File: config.mk
export PLATFORM = sky130hd
export DESIGN_NAME = tcp_message_send_queue
export DESIGN_NICKNAME = d
export VERILOG_FILES = /design/src/sv/tmsq_pkg.sv /design/src/sv/tcp_message_send_queue.sv /design/src/sv/tmsq_ctrl.sv /design/src/sv/tmsq_datapath.sv
export VERILOG_INCLUDE_DIRS = /design/src /design/src/sv
export SDC_FILE = /design/constraint.sdc
export NUM_CORES = 2
export LEC_CHECK = 0
export BUFFER_PORTS_ARGS = -buffer_cell sky130_fd_sc_hd__buf_2
export CAP_MARGIN = 30
export CORE_MARGIN = 2
export CORE_UTILIZATION = 46
export DETAILED_ROUTE_END_ITERATION = 12
export MAX_ROUTING_LAYER = met4
export PLACE_DENSITY_LB_ADDON = 0.12
export SLEW_MARGIN = 5
export SYNTH_ARGS = -nofsm -noshare
export SYNTH_HDL_FRONTEND = slang
export SYNTH_SLANG_ARGS = --single-unit
File: constraint.sdc
create_clock -name clock -period 13.9 [get_ports clock]
set_input_delay 0.695 -clock clock [delete_from_list [all_inputs] [get_ports clock]]
set_output_delay 0.695 -clock clock [all_outputs]
set_load 0.02 [all_outputs]
File: src/sv/assert_macros.svh
// assertion macros shared by the send queue modules
// no dependencies; included by files that carry concurrent checks
`ifndef ASSERT_MACROS_SVH
`define ASSERT_MACROS_SVH

// property checked on every rising clock edge outside reset
`define ASSERT_CLK(label, clk, rst, prop, msg) \
   label: assert property (@(posedge clk) disable iff (rst) prop) else $error(msg);

// condition that must never hold outside reset
`define ASSERT_NEVER(label, clk, rst, cond, msg) \
   `ASSERT_CLK(label, clk, rst, !(cond), msg)

`endif

File: src/sv/tmsq_pkg.sv
// shared types, codes and sequence helpers for the tcp message send queue
// no dependencies; imported by controller, datapath and top level
package tmsq_pkg;

   localparam int DEFAULT_QUEUE_DEPTH = 16;
   localparam int DEFAULT_TAG_WIDTH   = 16;
   localparam int MAX_RESULTS         = 16;
   localparam int NRES_W              = $clog2(MAX_RESULTS + 1);
   localparam int BYTE_SHIFT          = 3;
   localparam int SEQ_W               = 32;
   localparam int ENTRY_TAG_W         = 16;
   localparam int ENTRY_COUNT_W       = 5;

   localparam logic [1:0] OP_ENQUEUE = 2'd0;
   localparam logic [1:0] OP_SEGMENT = 2'd1;
   localparam logic [1:0] OP_DISCARD = 2'd2;

   localparam logic [1:0] STATUS_OK    = 2'd0;
   localparam logic [1:0] STATUS_RANGE = 2'd1;
   localparam logic [1:0] STATUS_FULL  = 2'd2;

   typedef struct packed {
      logic [1:0]             opcode;
      logic [15:0]            msg_tag;
      logic [18:0]            length_bits;
      logic [SEQ_W-1:0]       seq;
      logic [15:0]            num_bytes;
   } req_type;

   typedef struct packed {
      logic [1:0]               status;
      logic                     entry_valid;
      logic [ENTRY_TAG_W-1:0]   entry_tag;
      logic [SEQ_W-1:0]         entry_end_seq;
      logic                     last;
      logic [SEQ_W-1:0]         begin_seq;
      logic [SEQ_W-1:0]         end_seq;
      logic [ENTRY_COUNT_W-1:0] entry_count;
   } rsp_type;

   // controller to datapath
   typedef struct packed {
      logic       load;
      logic       enqueue;
      logic       walk_init;
      logic       advance;
      logic       capture;
      logic       pop;
      logic       set_begin;
      logic       emit;
      logic       emit_pending;
      logic       emit_last;
      logic [1:0] emit_code;
   } ctl_cmd_type;

   // datapath to controller
   typedef struct packed {
      logic [1:0] opcode;
      logic       full;
      logic       list_ok;
      logic       disc_ok;
      logic       left_zero;
      logic       before_seq;
      logic       within_to;
      logic       results_full;
      logic       pend_valid;
      logic       pop_ok;
   } dp_stat_type;

   // serial number arithmetic, modulo 2^32
   function automatic logic seq_lt(input logic [SEQ_W-1:0] a, input logic [SEQ_W-1:0] b);
      logic [SEQ_W-1:0] diff;
      diff = a - b;
      return diff[SEQ_W-1];
   endfunction

   function automatic logic seq_le(input logic [SEQ_W-1:0] a, input logic [SEQ_W-1:0] b);
      return (a == b) || seq_lt(a, b);
   endfunction

endpackage

File: src/sv/tcp_message_send_queue.sv
// top level of the tcp message send queue: controller plus datapath
// depends on tmsq_pkg, tmsq_ctrl and tmsq_datapath
//
// Usage:
//   Requests enter on req_payload, accepted at a rising edge with start high
//   and busy low. Opcode 0 appends a tag whose end sequence grows by
//   length_bits / 8, opcode 1 lists up to MAX_RESULTS queued entries ending in
//   [seq, seq + num_bytes], opcode 2 moves the begin point and pops
//   acknowledged entries.
//   Every result beat appears for exactly one cycle with rsp_valid high; the
//   beat that closes a request has last set. The receiver cannot stall the
//   block, so no result is ever held back.
//   An enqueue or a rejected request is answered from the decode state; a discard
//   first moves the begin point, then pops entries one by one in the pop state; a
//   listing passes over early entries in the skip state, then captures matches in
//   the match state. busy drops with the final beat, so the next request may be
//   taken in that cycle; the walk reads one entry per cycle.
//   csr_we with csr_wdata loads the start sequence, to be raised only while idle (the
//   block does not enforce this): the queue empties and begin and end both take the value.
//   Reset empties the queue with both sequence points at zero.
module tcp_message_send_queue
   import tmsq_pkg::*;
#(
   parameter int QUEUE_DEPTH = DEFAULT_QUEUE_DEPTH,
   parameter int TAG_WIDTH   = DEFAULT_TAG_WIDTH
)
(
   input  logic             clock,
   input  logic             reset,
   input  logic             start,
   output logic             busy,
   input  req_type          req_payload,
   output logic             rsp_valid,
   output rsp_type          rsp_payload,
   input  logic             csr_we,
   input  logic [SEQ_W-1:0] csr_wdata
);

   ctl_cmd_type cmd;
   dp_stat_type stat;

   tmsq_ctrl u_ctrl (
      .clock (clock),
      .reset (reset),
      .start (start),
      .busy  (busy),
      .stat  (stat),
      .cmd   (cmd)
   );

   tmsq_datapath #(
      .QUEUE_DEPTH (QUEUE_DEPTH),
      .TAG_WIDTH   (TAG_WIDTH)
   ) u_datapath (
      .clock       (clock),
      .reset       (reset),
      .req_payload (req_payload),
      .csr_we      (csr_we),
      .csr_wdata   (csr_wdata),
      .cmd         (cmd),
      .stat        (stat),
      .rsp_valid   (rsp_valid),
      .rsp_payload (rsp_payload)
   );

endmodule

File: src/sv/tmsq_ctrl.sv
// control state machine of the send queue: decode, walk and pop sequencing
// depends on tmsq_pkg and assert_macros.svh
`include "assert_macros.svh"

module tmsq_ctrl
   import tmsq_pkg::*;
(
   input  logic        clock,
   input  logic        reset,
   input  logic        start,
   output logic        busy,
   input  dp_stat_type stat,
   output ctl_cmd_type cmd
);

   typedef enum logic [2:0] {
      S_IDLE,
      S_DECODE,
      S_SKIP,
      S_MATCH,
      S_POP
   } state_type;

   state_type state_ff, state_in;
   logic      busy_ff;

   always_comb begin
      cmd      = '0;
      state_in = state_ff;
      case (state_ff)
         S_IDLE: begin
            if (start) begin
               cmd.load = 1'b1;
               state_in = S_DECODE;
            end
         end
         S_DECODE: begin
            state_in = S_IDLE;
            case (stat.opcode)
               OP_ENQUEUE: begin
                  cmd.emit = 1'b1;
                  if (stat.full) begin
                     cmd.emit_code = STATUS_FULL;
                  end else begin
                     cmd.enqueue   = 1'b1;
                     cmd.emit_code = STATUS_OK;
                  end
               end
               OP_SEGMENT: begin
                  if (stat.list_ok) begin
                     cmd.walk_init = 1'b1;
                     state_in      = S_SKIP;
                  end else begin
                     cmd.emit      = 1'b1;
                     cmd.emit_code = STATUS_RANGE;
                  end
               end
               OP_DISCARD: begin
                  if (stat.disc_ok) begin
                     cmd.set_begin = 1'b1;
                     cmd.walk_init = 1'b1;
                     state_in      = S_POP;
                  end else begin
                     cmd.emit      = 1'b1;
                     cmd.emit_code = STATUS_RANGE;
                  end
               end
               default: begin
                  cmd.emit      = 1'b1;
                  cmd.emit_code = STATUS_OK;
               end
            endcase
         end
         S_SKIP: begin
            // pass over entries that end before the segment start
            if (stat.left_zero) begin
               cmd.emit      = 1'b1;
               cmd.emit_code = STATUS_OK;
               state_in      = S_IDLE;
            end else if (stat.before_seq) begin
               cmd.advance = 1'b1;
            end else begin
               state_in = S_MATCH;
            end
         end
         S_MATCH: begin
            // one match is held back so its last flag is known when it leaves
            if (!stat.left_zero && !stat.results_full && stat.within_to) begin
               cmd.capture = 1'b1;
               cmd.advance = 1'b1;
               if (stat.pend_valid) begin
                  cmd.emit         = 1'b1;
                  cmd.emit_pending = 1'b1;
               end
            end else begin
               cmd.emit         = 1'b1;
               cmd.emit_pending = stat.pend_valid;
               cmd.emit_last    = 1'b1;
               cmd.emit_code    = STATUS_OK;
               state_in         = S_IDLE;
            end
         end
         S_POP: begin
            if (stat.pop_ok) begin
               cmd.pop = 1'b1;
            end else begin
               cmd.emit      = 1'b1;
               cmd.emit_code = STATUS_OK;
               state_in      = S_IDLE;
            end
         end
         default: begin
            state_in = S_IDLE;
         end
      endcase
   end

   always_ff @(posedge clock) begin
      if (reset) begin
         state_ff <= S_IDLE;
         busy_ff  <= 1'b0;
      end else begin
         state_ff <= state_in;
         busy_ff  <= (state_in != S_IDLE);
      end
   end

   assign busy = busy_ff;

   `ASSERT_NEVER(a_no_emit_idle, clock, reset, !busy_ff && cmd.emit, "beat emitted while idle")
   `ASSERT_CLK(a_final_beat_idle, clock, reset, cmd.emit && (cmd.emit_last || !cmd.emit_pending) |=> !busy_ff, "still busy after final beat")
   `ASSERT_NEVER(a_load_when_busy, clock, reset, busy_ff && cmd.load, "request loaded while busy")

endmodule

File: src/sv/tmsq_datapath.sv
// send queue datapath: sequence points, entry memory, walk counters, result register
// depends on tmsq_pkg and assert_macros.svh
`include "assert_macros.svh"

module tmsq_datapath
   import tmsq_pkg::*;
#(
   parameter int QUEUE_DEPTH = DEFAULT_QUEUE_DEPTH,
   parameter int TAG_WIDTH   = DEFAULT_TAG_WIDTH
)
(
   input  logic             clock,
   input  logic             reset,
   input  req_type          req_payload,
   input  logic             csr_we,
   input  logic [SEQ_W-1:0] csr_wdata,
   input  ctl_cmd_type      cmd,
   output dp_stat_type      stat,
   output logic             rsp_valid,
   output rsp_type          rsp_payload
);

   localparam int IDX_W = $clog2(QUEUE_DEPTH);
   localparam int CNT_W = $clog2(QUEUE_DEPTH + 1);

   function automatic logic [IDX_W-1:0] wrap_next(input logic [IDX_W-1:0] i);
      return (i == IDX_W'(QUEUE_DEPTH - 1)) ? '0 : i + 1'b1;
   endfunction

   // control state
   logic [SEQ_W-1:0]  begin_ff, begin_in;
   logic [SEQ_W-1:0]  end_ff, end_in;
   logic [IDX_W-1:0]  head_ff, head_in;
   logic [IDX_W-1:0]  tail_ff, tail_in;
   logic [CNT_W-1:0]  count_ff, count_in;
   logic [IDX_W-1:0]  idx_ff, idx_in;
   logic [CNT_W-1:0]  left_ff, left_in;
   logic [NRES_W-1:0] nres_ff, nres_in;
   logic              pend_valid_ff, pend_valid_in;
   logic              rsp_valid_ff;

   // payload
   req_type                req_ff;
   logic [SEQ_W-1:0]       to_ff;
   logic [SEQ_W-1:0]       rd_end_ff;
   logic [TAG_WIDTH-1:0]   rd_tag_ff;
   logic [SEQ_W-1:0]       pend_end_ff;
   logic [TAG_WIDTH-1:0]   pend_tag_ff;
   logic [1:0]             status_ff;
   logic                   ent_valid_ff;
   logic [ENTRY_TAG_W-1:0] ent_tag_ff;
   logic [SEQ_W-1:0]       ent_end_ff;
   logic                   last_ff;

   logic [SEQ_W-1:0]     end_mem [QUEUE_DEPTH];
   logic [TAG_WIDTH-1:0] tag_mem [QUEUE_DEPTH];

   logic [SEQ_W-1:0] enq_end;

   assign enq_end = end_ff + SEQ_W'(req_ff.length_bits >> BYTE_SHIFT);

   always_comb begin
      begin_in      = begin_ff;
      end_in        = end_ff;
      head_in       = head_ff;
      tail_in       = tail_ff;
      count_in      = count_ff;
      idx_in        = idx_ff;
      left_in       = left_ff;
      nres_in       = nres_ff;
      pend_valid_in = pend_valid_ff;
      if (csr_we) begin
         begin_in = csr_wdata;
         end_in   = csr_wdata;
         head_in  = '0;
         tail_in  = '0;
         count_in = '0;
      end else begin
         if (cmd.enqueue) begin
            end_in   = enq_end;
            tail_in  = wrap_next(tail_ff);
            count_in = count_ff + 1'b1;
         end
         if (cmd.set_begin) begin
            begin_in = req_ff.seq;
         end
         if (cmd.walk_init) begin
            idx_in        = head_ff;
            left_in       = count_ff;
            nres_in       = '0;
            pend_valid_in = 1'b0;
         end
         if (cmd.advance) begin
            idx_in  = wrap_next(idx_ff);
            left_in = left_ff - 1'b1;
         end
         if (cmd.capture) begin
            nres_in       = nres_ff + 1'b1;
            pend_valid_in = 1'b1;
         end
         // the walk index follows the head while popping
         if (cmd.pop) begin
            head_in  = wrap_next(head_ff);
            count_in = count_ff - 1'b1;
            idx_in   = wrap_next(idx_ff);
         end
      end
   end

   always_ff @(posedge clock) begin
      if (reset) begin
         begin_ff      <= '0;
         end_ff        <= '0;
         head_ff       <= '0;
         tail_ff       <= '0;
         count_ff      <= '0;
         idx_ff        <= '0;
         left_ff       <= '0;
         nres_ff       <= '0;
         pend_valid_ff <= 1'b0;
         rsp_valid_ff  <= 1'b0;
      end else begin
         begin_ff      <= begin_in;
         end_ff        <= end_in;
         head_ff       <= head_in;
         tail_ff       <= tail_in;
         count_ff      <= count_in;
         idx_ff        <= idx_in;
         left_ff       <= left_in;
         nres_ff       <= nres_in;
         pend_valid_ff <= pend_valid_in;
         rsp_valid_ff  <= cmd.emit;
      end
   end

   // entry memory, read every cycle at the next walk index
   always_ff @(posedge clock) begin
      if (cmd.enqueue) begin
         end_mem[tail_ff] <= enq_end;
         tag_mem[tail_ff] <= TAG_WIDTH'(64'(req_ff.msg_tag));
      end
      rd_end_ff <= end_mem[idx_in];
      rd_tag_ff <= tag_mem[idx_in];
   end

   always_ff @(posedge clock) begin
      if (cmd.load) begin
         req_ff <= req_payload;
         to_ff  <= req_payload.seq + SEQ_W'(req_payload.num_bytes);
      end
      if (cmd.capture) begin
         pend_end_ff <= rd_end_ff;
         pend_tag_ff <= rd_tag_ff;
      end
      if (cmd.emit) begin
         if (cmd.emit_pending) begin
            status_ff    <= STATUS_OK;
            ent_valid_ff <= 1'b1;
            ent_tag_ff   <= ENTRY_TAG_W'(64'(pend_tag_ff));
            ent_end_ff   <= pend_end_ff;
            last_ff      <= cmd.emit_last;
         end else begin
            status_ff    <= cmd.emit_code;
            ent_valid_ff <= 1'b0;
            ent_tag_ff   <= '0;
            ent_end_ff   <= '0;
            last_ff      <= 1'b1;
         end
      end
   end

   always_comb begin
      stat              = '0;
      stat.opcode       = req_ff.opcode;
      stat.full         = (count_ff == CNT_W'(QUEUE_DEPTH));
      stat.list_ok      = seq_le(begin_ff, req_ff.seq) && seq_le(to_ff, end_ff);
      stat.disc_ok      = seq_le(begin_ff, req_ff.seq) && seq_le(req_ff.seq, end_ff);
      stat.left_zero    = (left_ff == '0);
      stat.before_seq   = seq_lt(rd_end_ff, req_ff.seq);
      stat.within_to    = seq_le(rd_end_ff, to_ff);
      stat.results_full = (nres_ff == NRES_W'(MAX_RESULTS));
      stat.pend_valid   = pend_valid_ff;
      stat.pop_ok       = (count_ff != '0) && seq_le(rd_end_ff, req_ff.seq);
   end

   // queue state is shown live from the registers, not latched with the beat
   always_comb begin
      rsp_payload               = '0;
      rsp_payload.status        = status_ff;
      rsp_payload.entry_valid   = ent_valid_ff;
      rsp_payload.entry_tag     = ent_tag_ff;
      rsp_payload.entry_end_seq = ent_end_ff;
      rsp_payload.last          = last_ff;
      rsp_payload.begin_seq     = begin_ff;
      rsp_payload.end_seq       = end_ff;
      rsp_payload.entry_count   = ENTRY_COUNT_W'(count_ff);
   end

   assign rsp_valid = rsp_valid_ff;

   `ASSERT_NEVER(a_count_bound, clock, reset, count_ff > CNT_W'(QUEUE_DEPTH), "occupancy above depth")
   `ASSERT_NEVER(a_nres_bound, clock, reset, nres_ff > NRES_W'(MAX_RESULTS), "too many segment beats")
   `ASSERT_CLK(a_entry_status, clock, reset, rsp_valid_ff && ent_valid_ff |-> status_ff == STATUS_OK, "entry beat with error status")

endmodule

Word level (Yosys, flattened, before mapping)
Memories as Yosys holds them, arrays and structs flattened. A register that Yosys moved wholly into a read port is not among the register bits.
Index checks and enable logic that the tools add are counted.
Word-level totals
  register bits after elaboration: 298
  RAM bits: 768
  bits of input ports: 121
  word-level logic and storage cells: 145
  memories kept: 2
Memories
  u_datapath.end_mem: words 16, width 32, read ports 1, clocked after memory_dff 1, wr ports 1, RTL line tmsq_datapath.sv:55  | logic [SEQ_W-1:0] end_mem [QUEUE_DEPTH];
  u_datapath.tag_mem: words 16, width 16, read ports 1, clocked after memory_dff 1, wr ports 1, RTL line tmsq_datapath.sv:56  | logic [TAG_WIDTH-1:0] tag_mem [QUEUE_DEPTH];
Cells by class
  add/sub/neg operators: 14
  equal/unequal tests: 16
  muxes and demuxes: 63
  bitwise operators: 1
  reductions and logical operators: 25
Operator list (number)
  == test 32 bit: 5
  subtractor 32 bit: 5
  two-way mux 32 bit: 4
  adder 32 x 16 -> 32 bit: 2
  two-way mux 5 bit: 6
  two-way mux 4 bit: 7
  two-way mux 1 bit: 24
  two-way mux 3 bit: 7
  case mux 3 bit (5 select lines): 1
  two-way mux 2 bit: 7
  adder 4 x 1 -> 4 bit, second input constant: 3
  == test 4 bit, second input constant: 3
  adder 5 x 1 -> 5 bit, second input constant: 2
  == test 5 bit, second input constant: 2
  nonzero test 2 bit: 5
  subtractor 5 x 1 -> 5 bit, second input constant: 2
  == test 3 x 2 -> 1 bit, second input constant: 2
  case mux 1 bit (2 select lines): 3
  case mux 2 bit (3 select lines): 1
  case mux 3 bit (2 select lines): 1
  logical AND 1 bit: 5
  zero test 5 bit: 1
  logical OR 1 bit: 5
  nonzero test 5 bit: 1
  other kinds (13): 15

Depth between registers and ports, before layout
  depth after elaboration: 10
  gate-level depth with buffers: 19
  depth with buffers taken out: 16

Cells and area by module
A second synthesis with hierarchy kept.
Second synthesis, totals
  cells, all modules: 3390
  area, all modules: 47250.3 µm²
Modules (own cells, without submodules)
  tmsq_datapath: times used 1, cells an instance 3334, area each 46836.2 µm²
  tmsq_ctrl: times used 1, cells an instance 56, area each 414.1 µm²

Worst setup path before layout
No wires, ideal clock.
  path kind: register to register
  from: register u_ctrl.state_ff[0]
  to: register u_ctrl.busy_ff (netlist: u_ctrl.busy)
  library setup time: 58 ps
  arrival: 11564 ps
  setup slack: 2278 ps
  cell stages (with the launch flop): 5
  buffers on the path: 1
  period minus slack after synthesis: 11622 ps
  path through: dfxtp_1 -> clkbuf_1 -> nor4b_1 -> o311a_1 -> or3_1
On the way
  cells in the longest elaborated chain, start to end: 4
  elaborated cells on any way between the ends: 12
Ends and longest elaborated chain
  start: declaration: RTL line tmsq_ctrl.sv:24  | state_type state_ff, state_in;
  start signal: assignment: RTL line tmsq_ctrl.sv:123  | state_ff <= state_in;
  two-way mux 3 bit: RTL line tmsq_ctrl.sv:80  | end else if (stat.before_seq) begin
  two-way mux 3 bit: RTL line tmsq_ctrl.sv:76  | if (stat.left_zero) begin
  case mux 3 bit (5 select lines) *: RTL line tmsq_ctrl.sv:30  | case (state_ff)
  nonzero test 3 bit *: RTL line tmsq_ctrl.sv:124  | busy_ff <= (state_in != S_IDLE);
  end signal: assignment: RTL line tmsq_ctrl.sv:124
  end: declaration: RTL line tmsq_ctrl.sv:25  | logic busy_ff;
Mark *: on every way between the ends. The rest lies on a longest branch, timed or not.
A chain may end at the register's enable or synchronous reset.

Final worst setup path
  from: register u_datapath.to_ff[18]
  to: register u_datapath.rd_end_ff[28] (read register of u_datapath.end_mem)
On the way
  cells in the longest elaborated chain, start to end: 10
  elaborated cells on any way between the ends: 17
Ends and longest elaborated chain
  start: declaration: RTL line tmsq_datapath.sv:44  | logic [SEQ_W-1:0] to_ff;
  start signal: assignment: RTL line tmsq_datapath.sv:149  | to_ff <= req_payload.seq + SEQ_W'(req_payload.num_bytes);
  subtractor 32 bit or == test 32 bit (tied branches): RTL line tmsq_pkg.sv:73, tmsq_pkg.sv:78
  logical OR 1 bit: RTL line tmsq_pkg.sv:78  | return (a == b) || seq_lt(a, b);
  logical AND 1 bit: RTL line tmsq_datapath.sv:176  | stat.list_ok = seq_le(begin_ff, req_ff.seq) && seq_le(to_ff, end_ff);
  two-way mux 1 bit: RTL line tmsq_ctrl.sv:50  | if (stat.list_ok) begin
  case mux 1 bit (2 select lines): RTL line tmsq_ctrl.sv:39  | case (stat.opcode)
  two-way mux 2 bit: RTL line tmsq_ctrl.sv:30
  two-way mux 4 bit: RTL line tmsq_datapath.sv:87  | if (cmd.walk_init) begin
  two-way mux 4 bit *: RTL line tmsq_datapath.sv:93  | if (cmd.advance) begin
  two-way mux 4 bit *: RTL line tmsq_datapath.sv:102  | if (cmd.pop) begin
  two-way mux 4 bit *: RTL line tmsq_datapath.sv:72  | if (csr_we) begin
  end: declaration: RTL line tmsq_datapath.sv:45  | logic [SEQ_W-1:0] rd_end_ff;
Marks and branches as above.

==> results.sh <==
export IMPL_layout_setup_ws_ns=7.367
export IMPL_setup_tns_final_ns=0
export IMPL_slew_violations=0
export IMPL_post_route_util_pct=53.14
export IMPL_grt_max_degree=207
export IMPL_vias=29690
export IMPL_grt_ovfl_total=0
export IMPL_drive_above_1_share_pct=13.32
export IMPL_fin_nets=4348
export IMPL_cp_required_ns=14.34
export IMPL_critPathKind="register to register"
export IMPL_chipWidth_um=326.0
export IMPL_reg2reg_setup_slack_ns=7.37
export IMPL_critical_path_max_stage_delay_ns=0.85
export IMPL_numPortBuffers=240
export IMPL_syn_avg_cell_area_um2=12.70
export IMPL_num_rows=118
export IMPL_period_needed_ns=6.533
export IMPL_holdPathStages=1
export IMPL_ys_seq_area_share_pct=66.91
export IMPL_synth_edf_count=966
export IMPL_drcViolationCount=0
export IMPL_grt_pass1_vias=28450
export IMPL_holdPathEnd="u_datapath.req_ff[51]"
export IMPL_dieHeight_um=326.0
export IMPL_core_area_um2=103200
export IMPL_synthDistinctLibCells=65
export IMPL_setup_violations=0
export IMPL_drv_cap=0
export IMPL_crit_top_cell="mux2i_1"
export IMPL_status="completed"
export IMPL_r2r_cells=16
export IMPL_path_delay_family="simple AND/OR/NAND/NOR gates"
export IMPL_drt_iter0_drc=2350
export IMPL_syn_inst=3756
export IMPL_nFillCells=8729
export IMPL_drtAntennaViolNets=0
export IMPL_clock_path_buffers=3
export IMPL_diodes=0
export IMPL_synth_area_um2=47690
export IMPL_wl_per_cell_um=22.16
export IMPL_first_pass_iters=6
export IMPL_synth_warnings=0
export IMPL_ys_flop_type="edfxtp_1"
export IMPL_hp_start="req_payload[51]"
export IMPL_cp_num_buf_inv=2
export IMPL_crit_fanout=143
export IMPL_crit_slowest_cell="nor4_1"
export IMPL_max_freq_ghz=0.1531
export IMPL_root_buffer="clkbuf_16"
export IMPL_fp_dieArea_um2=106300
export IMPL_place_ws_ns=7.201
export IMPL_area_growth_pct=14.99
export IMPL_cts_buffers=118
export IMPL_final_hold_viol_count=0
export IMPL_clk_latency_ns=0.70
export IMPL_cts_hold_buf=0
export IMPL_start_util_pct=46.21
export IMPL_post_dp_hpwl_mm=72.18
export IMPL_post_cts_buffers=0
export IMPL_rr_endpoint="u_datapath.rd_end_ff[28]"
export IMPL_multi_input_area_um2=14640
export IMPL_clkTransAtPathRegs_ns=0.06
export IMPL_grt_usage_pct=23.24
export IMPL_worstSetupStartpointType="register"
export IMPL_syn_nets=4083
export IMPL_p_leak_nw=20.55
export IMPL_synth_async_sr_flop_share_pct=0
export IMPL_grt_pass1_wl_mm=179.0
export IMPL_relSlewSlack_pct=29.45
export IMPL_r2r_start="u_datapath.to_ff[18]"
export IMPL_synth_seq_cells=1111
export IMPL_tightest_slew_ns=1.049
export IMPL_antenna_found_initial=0
export IMPL_routed_wl_mm=121.9
export IMPL_hp_class="primary input to register"
export IMPL_post_route_period_util_pct=47.00
export IMPL_viasPerCell=5.395
export IMPL_crit_chain="inv_1 -> ha_1 -> nand4_1 -> nor4_1 -> o31ai_1 -> a31oi_1 -> o211ai_1 -> or3b_1 -> o21a_1 -> a211o_1 -> and4_4 -> buf_12 -> mux2i_1 -> mux2i_1 -> a32oi_1 -> o221ai_1"
export IMPL_power_density_nw_per_um2=137.3
export IMPL_finalClockSkew_ns=0.03382
export IMPL_critPathArrivalTime_ns=6.97
export IMPL_clock_sinks=1111
export IMPL_htreeDepth=3
export IMPL_regArea_um2=31910
export IMPL_irDropWorstVdd_mv=0.1012
export IMPL_gp_congestion=0.8755
export IMPL_cts_resized=0
export IMPL_io_pin_count=244
export IMPL_end_kind="register"
export IMPL_cts_tree="built"
export IMPL_rsz0062_at_grt="no"
==> cells by family after synthesis <==
group | after synthesis | synth area share (%)
and+or+nand+nor | 1332 | 12.37
DFF | 1111 | 66.91
AOI/OAI and AO/OA | 556 | 7.593
buffers and inverters | 309 | 2.802
adders and majority gates | 206 | 5.452
muxes | 161 | 3.382
xor gates and xnor gates | 81 | 1.488
==> flip-flops by register name, summed over array words and instances (netlist names), 32 cells and up <==
name and count:
u_datapath.pend_end_ff 32, u_datapath.begin_ff 32, u_datapath.req_ff 64, u_datapath.end_mem 512
u_datapath.ent_end_ff 32, u_datapath.end_ff 32, u_datapath.to_ff 32, u_datapath.tag_mem 256
u_datapath.rd_end_ff 32
==> final cells by class <==
class                   instances  share of cell area (%)
inverters                     134                  0.9195
clock inverters                52                   1.086
clock buffers                 170                   6.377
well taps                    1380                   3.149
repair buffers                320                   3.587
flip-flops and latches       1111                   58.19
multi-input cells            2336                   26.69
==> report_power, final <==
group          internal (W)  switching, W
sequential          0.00373     0.0000516
clock               0.00195       0.00129
combinational      0.000173      0.000328
total               0.00586       0.00167
==> how the worst max path moves through the flow <==
stage | start | to | slack (ns) | depth (start not counted)
after detailed placement | u_datapath.to_ff[18] | u_datapath.rd_end_ff[10] | 7.20 | 17
after global routing | u_datapath.to_ff[18] | u_datapath.rd_end_ff[30] | 6.99 | 16
final | u_datapath.to_ff[18] | u_datapath.rd_end_ff[28] | 7.37 | 16
after global placement | u_datapath.to_ff[18] | u_datapath.rd_end_ff[1] | 6.95 | 16
after floorplan | u_ctrl.state_ff[0] | u_ctrl.busy | 2.28 | 4
after CTS | u_datapath.to_ff[18] | u_datapath.rd_end_ff[10] | 7.18 | 17
==> cell usage after synthesis, types with 7 or more instances <==
cell type	count	area [um^2]
a211oi_1	16	120.1
a21boi_0	47	352.8
a21o_1	16	120.1
a21oi_1	98	490.5
a31oi_1	20	125.1
a32oi_1	50	437.9
and2_1	56	350.3
and3_1	11	68.82
buf_1	7	26.28
buf_2	60	300.3
buf_4	9	67.56
buf_6	9	101.4
clkbuf_1	90	337.8
dfxtp_1	145	2903
edfxtp_1	966	29010
ha_1	203	2540
inv_1	131	491.7
mux2i_1	160	1602
nand2_1	794	2980
nand2b_1	18	112.6
nand3_1	182	910.9
nand3b_1	52	390.4
nand4_1	35	219.0
nor2_1	114	427.9
nor2b_1	11	68.82
nor3_1	24	120.1
nor4_1	10	62.56
o21a_1	26	195.2
o21ai_0	184	920.9
o221ai_1	49	429.2
or3_1	8	50.05
xnor2_1	56	490.5
xor2_1	25	219.0
==> layout by cell type, fill, tap and decap left out, types with 8 or more instances in the layout <==
cell / count
edfxtp_1: 966
nand2_1: 793
buf_2: 242
ha_1: 203
o21ai_0: 184
nand3_1: 182
mux2i_1: 160
dfxtp_1: 145
inv_1: 130
clkbuf_16: 125
nor2_1: 100
a21oi_1: 98
buf_4: 66
and2_1: 55
xnor2_1: 52
nand3b_1: 52
a32oi_1: 50
o221ai_1: 48
a21boi_0: 47
nand4_1: 35
o21a_1: 26
xor2_1: 25
clkbuf_1: 25
nor3_1: 20
a31oi_1: 20
clkbuf_8: 20
nand2b_1: 17
a21o_1: 16
a211oi_1: 16
clkinv_2: 16
nor2_4: 14
clkinv_1: 11
and3_1: 11
bufinv_16: 11
nor4_1: 10
nor2b_1: 10
or3_1: 8
clkinvlp_4: 8
==> per-stage QoR <==
step	instance area [um^2]	total power, W	cells	hold WS (ns)
2_1_floorplan	47690	0.004149	3756	0.3855
3_3_place_gp	50480	0.004343	5262	0.3883
3_5_place_dp	50680	0.004357	5278	0.3897
4_1_cts	54780	0.007599	5500	0.1224
5_1_grt	54840	0.007778	5503	0.1317
6_report	54840	0.007528	5503	0.1735
==> worst reg2reg max path, stage by stage (launching register included) <==
cell	delay, ns
edfxtp_1	0.36
inv_1	0.06
ha_1	0.32
nand4_1	0.25
nor4_1	0.85
o31ai_1	0.37
a31oi_1	0.39
o211ai_1	0.13
or3b_1	0.28
o21a_1	0.57
a211o_1	0.25
and4_4	0.80
buf_12	0.59
mux2i_1	0.48
mux2i_1	0.12
a32oi_1	0.19
o221ai_1	0.27
==> per-layer routing <==
layer | vias up | global-route usage (%) | wire length [um]
met1 | 14500 | 30.67 | 53400
met5 | - | - | 0
met3 | 192 | 3.252 | 5680
li1 | 14270 | - | -
met2 | 731 | 37.39 | 59180
met4 | 0 | 7.133 | 3675
(Power assumes the default switching activity.)
